$ cat config.mk
export PLATFORM = sky130hd
export DESIGN_NAME = lzss_ring_decoder_core
export DESIGN_NICKNAME = d
export VERILOG_FILES = /design/src/hdl/lrd_pkg.sv /design/src/hdl/lrd_cmd_fifo.sv /design/src/hdl/lrd_front.sv /design/src/hdl/lrd_back.sv /design/src/hdl/lzss_ring_decoder_core.sv
export SDC_FILE = /design/constraint.sdc
export NUM_CORES = 2
export LEC_CHECK = 0
export BUFFER_PORTS_ARGS = -buffer_cell sky130_fd_sc_hd__buf_2
export CAP_MARGIN = 20
export CELL_PAD_IN_SITES_DETAIL_PLACEMENT = 0
export CELL_PAD_IN_SITES_GLOBAL_PLACEMENT = 2
export CORE_ASPECT_RATIO = 1.75
export CORE_MARGIN = 2
export CORE_UTILIZATION = 45
export CTS_CLUSTER_SIZE = 20
export DETAILED_ROUTE_END_ITERATION = 16
export PLACE_DENSITY = 0.75
export SYNTH_ARGS = -nofsm -noshare
export SYNTH_HDL_FRONTEND = slang
export SYNTH_SLANG_ARGS = --single-unit
export TNS_END_PERCENT = 30
$ cat constraint.sdc
create_clock -name clock -period 13.9 [get_ports clock]
set_clock_uncertainty 0.05 [all_clocks]
set_input_delay 2.78 -clock clock [delete_from_list [all_inputs] [get_ports clock]]
set_output_delay 2.78 -clock clock [all_outputs]
set_load 0.02 [all_outputs]
$ cat src/hdl/lrd_pkg.sv
`timescale 1ns / 1ps
`default_nettype none

package lrd_pkg;

   localparam int unsigned RING_DEPTH  = 256;
   localparam int unsigned RING_AW     = $clog2(RING_DEPTH);
   localparam int unsigned RING_START  = 239;
   localparam int unsigned BYTE_W      = 8;
   localparam int unsigned LEN_W       = 32;
   localparam int unsigned BUF_W       = 20;
   localparam int unsigned CNT_W       = 5;
   localparam int unsigned RUN_W       = 5;
   localparam int unsigned LIT_BITS    = 9;
   localparam int unsigned MATCH_BITS  = 13;
   localparam int unsigned MIN_MATCH   = 2;
   localparam int unsigned QUEUE_DEPTH = 4;
   localparam int unsigned QUEUE_AW    = $clog2(QUEUE_DEPTH);

   typedef struct packed {
      logic              clear;
      logic              is_match;
      logic [BYTE_W-1:0] data;
      logic [RUN_W-1:0]  count;
      logic              last;
   } cmd_type;

endpackage

`default_nettype wire

$ cat src/hdl/lrd_cmd_fifo.sv
`timescale 1ns / 1ps
`default_nettype none

module lrd_cmd_fifo (
   input  logic             clock,
   input  logic             reset,
   input  logic             push,
   input  lrd_pkg::cmd_type push_data,
   output logic             full,
   input  logic             pop,
   output lrd_pkg::cmd_type pop_data,
   output logic             empty
);
   import lrd_pkg::*;

   cmd_type               entry_ff [QUEUE_DEPTH];
   logic [QUEUE_AW-1:0]   wr_ptr_ff, wr_ptr_in;
   logic [QUEUE_AW-1:0]   rd_ptr_ff, rd_ptr_in;
   logic [QUEUE_AW:0]     count_ff, count_in;
   logic                  do_push, do_pop;

   assign full     = (count_ff == (QUEUE_AW + 1)'(QUEUE_DEPTH));
   assign empty    = (count_ff == '0);
   assign do_push  = push && !full;
   assign do_pop   = pop && !empty;
   assign pop_data = entry_ff[rd_ptr_ff];

   always_comb begin
      wr_ptr_in = do_push ? wr_ptr_ff + 1'b1 : wr_ptr_ff;
      rd_ptr_in = do_pop ? rd_ptr_ff + 1'b1 : rd_ptr_ff;
      count_in  = count_ff;
      if (do_push && !do_pop) begin
         count_in = count_ff + 1'b1;
      end else if (do_pop && !do_push) begin
         count_in = count_ff - 1'b1;
      end
   end

   always_ff @(posedge clock) begin
      if (reset) begin
         wr_ptr_ff <= '0;
         rd_ptr_ff <= '0;
         count_ff  <= '0;
      end else begin
         wr_ptr_ff <= wr_ptr_in;
         rd_ptr_ff <= rd_ptr_in;
         count_ff  <= count_in;
      end
   end

   always_ff @(posedge clock) begin
      if (do_push) begin
         entry_ff[wr_ptr_ff] <= push_data;
      end
   end

endmodule

`default_nettype wire

$ cat src/hdl/lrd_front.sv
`timescale 1ns / 1ps
`default_nettype none

module lrd_front (
   input  logic                        clock,
   input  logic                        reset,
   input  logic                        req_push,
   output logic                        req_full,
   input  logic [lrd_pkg::BYTE_W-1:0]  req_in_byte,
   input  logic                        req_start_req,
   input  logic [lrd_pkg::LEN_W-1:0]   total_length,
   output logic                        cmd_push,
   output lrd_pkg::cmd_type            cmd_data,
   input  logic                        cmd_full
);
   import lrd_pkg::*;

   logic [BUF_W-1:0]  bits_ff, bits_in;
   logic [CNT_W-1:0]  cnt_ff, cnt_in;
   logic [LEN_W-1:0]  prod_ff, prod_in;
   logic              fin_ff, fin_in;
   logic              clr_ff, clr_in;

   logic              accept;
   logic [BUF_W-1:0]  bits0, bits1, aligned, mask;
   logic [CNT_W-1:0]  cnt0, cnt1, cnt_new, shamt;
   logic [LEN_W-1:0]  prod0, remaining;
   logic              fin0, clr0, done;
   logic              flag, is_lit, is_match;
   logic [BYTE_W-1:0] field;
   logic [3:0]        len;
   logic [RUN_W-1:0]  mlen, run;
   logic              match_last, lit_last;

   assign req_full = cmd_full;
   assign accept   = req_push && !cmd_full;

   always_comb begin
      bits0 = req_start_req ? '0 : bits_ff;
      cnt0  = req_start_req ? '0 : cnt_ff;
      prod0 = req_start_req ? '0 : prod_ff;
      fin0  = req_start_req ? 1'b0 : fin_ff;
      clr0  = req_start_req || clr_ff;
      done  = fin0 || (prod0 >= total_length);

      bits1   = {bits0[BUF_W-BYTE_W-1:0], req_in_byte};
      cnt1    = cnt0 + CNT_W'(BYTE_W);
      shamt   = CNT_W'(BUF_W) - cnt1;
      aligned = bits1 << shamt;
      flag    = aligned[BUF_W-1];
      field   = aligned[BUF_W-2 -: BYTE_W];
      len     = aligned[BUF_W-2-BYTE_W -: 4];

      is_lit   = flag && (cnt1 >= CNT_W'(LIT_BITS));
      is_match = !flag && (cnt1 >= CNT_W'(MATCH_BITS));

      remaining  = total_length - prod0;
      mlen       = RUN_W'(len) + RUN_W'(MIN_MATCH);
      match_last = (LEN_W'(mlen) >= remaining);
      lit_last   = (remaining == LEN_W'(1));
      run        = is_lit ? RUN_W'(1) : (match_last ? remaining[RUN_W-1:0] : mlen);

      if (is_lit) begin
         cnt_new = cnt1 - CNT_W'(LIT_BITS);
      end else if (is_match) begin
         cnt_new = cnt1 - CNT_W'(MATCH_BITS);
      end else begin
         cnt_new = cnt1;
      end
      mask = (BUF_W'(1) << cnt_new) - BUF_W'(1);

      cmd_push          = accept && !done && (is_lit || is_match);
      cmd_data.clear    = clr0;
      cmd_data.is_match = is_match;
      cmd_data.data     = field;
      cmd_data.count    = run;
      cmd_data.last     = is_lit ? lit_last : match_last;

      bits_in = bits_ff;
      cnt_in  = cnt_ff;
      prod_in = prod_ff;
      fin_in  = fin_ff;
      clr_in  = clr_ff;
      if (accept) begin
         if (done) begin
            bits_in = bits0;
            cnt_in  = cnt0;
            prod_in = prod0;
            fin_in  = 1'b1;
            clr_in  = clr0;
         end else begin
            bits_in = bits1 & mask;
            cnt_in  = cnt_new;
            prod_in = prod0;
            fin_in  = 1'b0;
            clr_in  = clr0;
            if (is_lit || is_match) begin
               prod_in = prod0 + LEN_W'(run);
               fin_in  = cmd_data.last;
               clr_in  = 1'b0;
            end
         end
      end
   end

   always_ff @(posedge clock) begin
      if (reset) begin
         bits_ff <= '0;
         cnt_ff  <= '0;
         prod_ff <= '0;
         fin_ff  <= 1'b0;
         clr_ff  <= 1'b0;
      end else begin
         bits_ff <= bits_in;
         cnt_ff  <= cnt_in;
         prod_ff <= prod_in;
         fin_ff  <= fin_in;
         clr_ff  <= clr_in;
      end
   end

endmodule

`default_nettype wire

$ cat src/hdl/lrd_back.sv
`timescale 1ns / 1ps
`default_nettype none

module lrd_back (
   input  logic                        clock,
   input  logic                        reset,
   input  lrd_pkg::cmd_type            cmd_data,
   input  logic                        cmd_empty,
   output logic                        cmd_pop,
   output logic                        rsp_empty,
   input  logic                        rsp_pop,
   output logic [lrd_pkg::BYTE_W-1:0]  rsp_out_byte,
   output logic                        rsp_last_byte
);
   import lrd_pkg::*;

   localparam logic [1:0] ST_IDLE = 2'd0;
   localparam logic [1:0] ST_READ = 2'd1;
   localparam logic [1:0] ST_EMIT = 2'd2;

   logic [BYTE_W-1:0]     ring_mem [RING_DEPTH];

   logic [1:0]            state_ff, state_in;
   logic [RING_DEPTH-1:0] valid_ff, valid_in;
   logic [RING_AW-1:0]    wp_ff, wp_in;
   logic                  out_valid_ff, out_valid_in;
   logic [RING_AW-1:0]    addr_ff, addr_in;
   logic [RUN_W-1:0]      left_ff, left_in;
   logic                  match_ff, match_in;
   logic                  last_ff, last_in;
   logic [BYTE_W-1:0]     lit_ff, lit_in;
   logic [BYTE_W-1:0]     out_byte_ff, out_byte_in;
   logic                  out_last_ff, out_last_in;
   logic [BYTE_W-1:0]     rd_data_ff;
   logic                  rd_vld_ff;

   logic                  emit;
   logic [BYTE_W-1:0]     emit_byte;

   assign cmd_pop       = (state_ff == ST_IDLE) && !cmd_empty;
   assign emit          = (state_ff == ST_EMIT) && (!out_valid_ff || rsp_pop);
   assign emit_byte     = match_ff ? (rd_vld_ff ? rd_data_ff : '0) : lit_ff;
   assign rsp_empty     = !out_valid_ff;
   assign rsp_out_byte  = out_byte_ff;
   assign rsp_last_byte = out_last_ff;

   always_comb begin
      state_in     = state_ff;
      valid_in     = valid_ff;
      wp_in        = wp_ff;
      addr_in      = addr_ff;
      left_in      = left_ff;
      match_in     = match_ff;
      last_in      = last_ff;
      lit_in       = lit_ff;
      out_byte_in  = out_byte_ff;
      out_last_in  = out_last_ff;
      out_valid_in = out_valid_ff && !rsp_pop;

      unique case (state_ff)
         ST_IDLE: begin
            if (!cmd_empty) begin
               addr_in  = cmd_data.data;
               lit_in   = cmd_data.data;
               left_in  = cmd_data.count;
               match_in = cmd_data.is_match;
               last_in  = cmd_data.last;
               if (cmd_data.clear) begin
                  valid_in = '0;
                  wp_in    = RING_AW'(RING_START);
               end
               state_in = cmd_data.is_match ? ST_READ : ST_EMIT;
            end
         end
         ST_READ: begin
            state_in = ST_EMIT;
         end
         ST_EMIT: begin
            if (emit) begin
               valid_in[wp_ff] = 1'b1;
               wp_in           = wp_ff + 1'b1;
               out_valid_in    = 1'b1;
               out_byte_in     = emit_byte;
               out_last_in     = last_ff && (left_ff == RUN_W'(1));
               addr_in         = addr_ff + 1'b1;
               left_in         = left_ff - 1'b1;
               state_in        = (left_ff == RUN_W'(1)) ? ST_IDLE : ST_READ;
            end
         end
         default: begin
            state_in = ST_IDLE;
         end
      endcase
   end

   always_ff @(posedge clock) begin
      if (reset) begin
         state_ff     <= ST_IDLE;
         valid_ff     <= '0;
         wp_ff        <= RING_AW'(RING_START);
         out_valid_ff <= 1'b0;
      end else begin
         state_ff     <= state_in;
         valid_ff     <= valid_in;
         wp_ff        <= wp_in;
         out_valid_ff <= out_valid_in;
      end
   end

   always_ff @(posedge clock) begin
      addr_ff     <= addr_in;
      left_ff     <= left_in;
      match_ff    <= match_in;
      last_ff     <= last_in;
      lit_ff      <= lit_in;
      out_byte_ff <= out_byte_in;
      out_last_ff <= out_last_in;
   end

   always_ff @(posedge clock) begin
      if (emit) begin
         ring_mem[wp_ff] <= emit_byte;
      end
      if (state_ff == ST_READ) begin
         rd_data_ff <= ring_mem[addr_ff];
         rd_vld_ff  <= valid_ff[addr_ff];
      end
   end

endmodule

`default_nettype wire

$ cat src/hdl/lzss_ring_decoder_core.sv
`timescale 1ns / 1ps
`default_nettype none

// LZSS decoder with a 256-byte history ring (8-bit position, 4-bit length, copy of
// length+2 bytes, ring write pointer starting at 239). Compressed bytes are pushed
// one per item; the front decodes the bit stream and accepts one item per cycle
// while its 4-entry command queue has room. The back takes a command in ST_IDLE,
// then emits a literal from ST_EMIT and each copied byte through ST_READ (registered
// ring read) and then ST_EMIT (ring write and output); ST_EMIT stalls while the
// result register holds an unpopped byte, and a byte waits there until popped. Output
// stops at total_length and that byte carries rsp_last_byte. A start flag clears the
// decoder; the ring reads as zero through per-entry valid bits, so there is no
// clearing pass. csr_total_length may be written only while idle.

module lzss_ring_decoder_core (
   input  logic                        clock,
   input  logic                        reset,
   input  logic                        req_push,
   output logic                        req_full,
   input  logic [lrd_pkg::BYTE_W-1:0]  req_in_byte,
   input  logic                        req_start_req,
   output logic                        rsp_empty,
   input  logic                        rsp_pop,
   output logic [lrd_pkg::BYTE_W-1:0]  rsp_out_byte,
   output logic                        rsp_last_byte,
   input  logic                        csr_valid,
   output logic                        csr_ready,
   input  logic [lrd_pkg::LEN_W-1:0]   csr_total_length
);
   import lrd_pkg::*;

   logic [LEN_W-1:0] total_length_ff, total_length_in;
   cmd_type          push_cmd, pop_cmd;
   logic             cmd_push, cmd_full, cmd_pop, cmd_empty;

   assign csr_ready       = 1'b1;
   assign total_length_in = (csr_valid && csr_ready) ? csr_total_length : total_length_ff;

   always_ff @(posedge clock) begin
      if (reset) begin
         total_length_ff <= '0;
      end else begin
         total_length_ff <= total_length_in;
      end
   end

   lrd_front u_front (
      .clock         (clock),
      .reset         (reset),
      .req_push      (req_push),
      .req_full      (req_full),
      .req_in_byte   (req_in_byte),
      .req_start_req (req_start_req),
      .total_length  (total_length_ff),
      .cmd_push      (cmd_push),
      .cmd_data      (push_cmd),
      .cmd_full      (cmd_full)
   );

   lrd_cmd_fifo u_queue (
      .clock     (clock),
      .reset     (reset),
      .push      (cmd_push),
      .push_data (push_cmd),
      .full      (cmd_full),
      .pop       (cmd_pop),
      .pop_data  (pop_cmd),
      .empty     (cmd_empty)
   );

   lrd_back u_back (
      .clock         (clock),
      .reset         (reset),
      .cmd_data      (pop_cmd),
      .cmd_empty     (cmd_empty),
      .cmd_pop       (cmd_pop),
      .rsp_empty     (rsp_empty),
      .rsp_pop       (rsp_pop),
      .rsp_out_byte  (rsp_out_byte),
      .rsp_last_byte (rsp_last_byte)
   );

endmodule

`default_nettype wire

==> impl_metrics.tcl <==
set metrics [dict create \
    status "complete, no violations" \
    layout_commonest_cell "edfxtp_1" \
    crit_slowest_cell "ha_1" \
    dr.max_layer_used "met5" \
    setup_viol 0 \
    max-cap-violations 0 \
    ir_drop_v 0.0002331 \
    layout_worst_path_cycle_share_pct 70.80 \
    insertion_delay_ns 0.86 \
    antenna_found_initial 3 \
    synth_flop_cell "edfxtp_1" \
    grt_start_max_net_pins 230 \
    clk_pin_slew_ns 0.06 \
    syn2layout_area_growth_pct 10.87 \
    start_kind "input port" \
    drv_slew 0 \
    wl_um 256900 \
    row_count 230 \
    met2_length_um 143700 \
    met3WireLength_um 11180 \
    nets 5732 \
    antenna_left 0 \
    avgSynthCellArea_um2 18.21 \
    arrival_ns 10.50 \
    synth_compound_area_share_pct 3.152 \
    synth_area_um2 101300 \
    fin_hold_ws_ns 0.4118 \
    reg2reg_to "u_front.prod_ff[14]" \
    cp_max_fo 23 \
    worst_pin_slew_ns 1.378 \
    grt_pass1_wl_um 375100 \
    ys_seq_area_share_pct 70.90 \
    slew_headroom_pct 8.166 \
    grt_overflow 0 \
    dieArea_um2 229100 \
    ctsResizeCount 0 \
    hpwl_um 161000 \
    finalHoldViolations 0 \
    cts_tree "built" \
    hp-class "reg -> reg" \
    r2r-start "u_front.cnt_ff[1]" \
    syn_nets 5678 \
    io_buffers 56 \
    yosysWarnings 0 \
    hold_buffers 0 \
    rsz0062_at_grt "false" \
    synth_xor_xnor_area_share_pct 0.5965 \
    wl_per_cell_um 29.53 \
    ys_async_sr_fraction_pct 0 \
    synthAdderAreaFrac_pct 0.8496 \
    drt_iter0_markers 4345 \
    reg2regPathDepth 30 \
    start_util_pct 45.20 \
    layout_common_cells "2,153 x edfxtp_1, 784 x mux4_2, 671 x nor2_1, 359 x dfxtp_1, 329 x a21oi_1" \
    design_area_um2 112300 \
    place_congestion 0.8369 \
    route.detailed.drc 0 \
    place_area_um2 105100 \
    vias_per_cell 5.925 \
    p_per_area_nw_per_um2 206.1 \
    cp-end-kind "flop" \
    die_width_um 362.7 \
    ios 58 \
    synth_edf_count 2153 \
    crit_required_ns 14.56 \
    synth-simple-area-share_pct 4.845 \
    synth_top_family_by_area "multiplexers" \
    dr.pass1.iters 5 \
    ff2ff_setup_slack_ns 5.58 \
    synthCells 5565 \
    clk_path_buf_depth 4 \
    drive_gt1_share_pct 23.60 \
    vias 51529 \
    fp.coreArea_um2 224200 \
    power_mw 23.16 \
    critPathLaunch "req_start_req" \
    leakagePower_nw 35.45 \
    htreeDepth 4 \
    ys_ff_latch 2512 \
    nFillCells 18148 \
    clkSinkCount 2512 \
    die_h_um 631.7 \
    max_freq_ghz 0.1016 \
    post-cts-setup-buffer-count 0 \
    setup_tns_ns 0 \
    hold_start "u_back.valid_ff[218]" \
    drt-met1-wl_um 92620 \
    cts_inserted_buffers 220 \
    post-route-min-period_ns 9.842 \
    holdPathStages 2 \
    cp_slowest_stage_delay_ns 0.81 \
    ctsRootBufferMaster "clkbuf_16" \
    ys_types 87 \
    critPathKind "in -> reg" \
    hold_end "u_back.valid_ff[218]" \
    synthMuxAreaShare_pct 18.11 \
    grt_pass1_vias 53691 \
    grt_util_all_layers_pct 22.43 \
]
-- power breakdown --
part,leakage (nW),switching (mW),internal [mW]
clock network,3.46,2.72,3.38
logic,9.52,4.63,2.72
registers,22.5,0.111,9.60
-- stage by stage --
| stage | instances | setup WS, ns | utilization, % |
|---|---|---|---|
| finish | 8697 | 4.058 | 50.11 |
| global route | 8694 | 3.271 | 50.10 |
| CTS | 8683 | 4.015 | 50.03 |
| detailed placement | 8287 | 3.115 | 46.87 |
| global placement | 8285 | 3.080 | 46.86 |
| floorplan | 5565 | 1.159 | - |
-- sequential cells by signal, indices dropped and copies added, names as in the netlist, 12 cells and up, named ones only --
| name | count |
|---|---|
| u_front.bits_ff | 12 |
| u_back.valid_ff | 256 |
| u_front.prod_ff | 32 |
| u_queue.entry_ff | 64 |
| u_back.ring_mem | 2048 |
| total_length_ff | 32 |
-- synth_stat cells, drive strengths merged, types with 23 or more instances --
master,n,area (um^2)
nand2,143,536.8
dfxtp,359,7187
a21o,23,173.9
buf,77,292.8
nor2,683,2564
ha,64,800.8
mux2i,60,600.6
nand2b,54,337.8
inv,58,217.7
xor2,42,367.9
clkbuf,268,1046
nor2b,24,150.1
a21oi,329,1647
nand3,56,280.3
mux4,784,17660
xnor2,27,236.5
o21ai,62,310.3
edfxtp,2153,64650
nor3,42,220.2
-- critical path: cells and delay by family --
| kind | cells | cell delay (ns) |
|---|---|---|
| XOR/XNOR | 1 | 0.17 |
| AND/OR/NAND/NOR | 11 | 2.33 |
| AO/OA/AOI/OAI | 8 | 1.77 |
| buffers and inverters | 5 | 1.02 |
| adder cells (fa/ha/maj) | 5 | 2.10 |
| multiplexers | 1 | 0.28 |
-- routing by layer --
| layer | GRT usage (%) | vias to the layer above |
|---|---|---|
| met5 | 0 | - |
| met4 | 7.792 | 2 |
| met3 | 2.500 | 386 |
| met2 | 42.74 | 1402 |
| met1 | 25.83 | 27425 |
| li1 | - | 22314 |
-- cells by family (layout without fill, tap and decap cells) --
kind of cell | after synthesis | count (layout)
flip-flops | 2512 | 2512
buffers and inverters | 403 | 631
AND/OR/NAND/NOR | 1121 | 1121
XOR/XNOR | 69 | 69
AO/OA/AOI/OAI | 540 | 540
multiplexers | 852 | 852
adder cells (fa/ha/maj) | 67 | 67
other | 1 | 5
-- how the worst max path moves through the flow --
stage / to / slack (ns) / depth (start not counted)
3_5_place_dp: u_front.prod_ff[14] / 3.11 / 31
6_report: u_front.prod_ff[14] / 4.06 / 31
4_1_cts: u_front.prod_ff[14] / 4.02 / 31
5_1_grt: u_front.prod_ff[14] / 3.27 / 31
2_1_floorplan: u_back.ring_mem[0][0] / 1.16 / 2
3_3_place_gp: u_front.prod_ff[14] / 3.08 / 31
-- area by class of cell --
cell class | instances | area (um^2) | share of cell area (%)
flip-flops and latches | 2512 | 71840 | 63.95
well taps | 2900 | 3628 | 3.230
clock inverters | 124 | 1137 | 1.013
multi-input cells | 2650 | 28190 | 25.10
clock buffers | 272 | 5936 | 5.284
repair buffers | 177 | 1368 | 1.217
inverters | 58 | 217.7 | 0.1938
diodes | 4 | 10.01 | 0.008911
(Power assumes the default switching activity.)
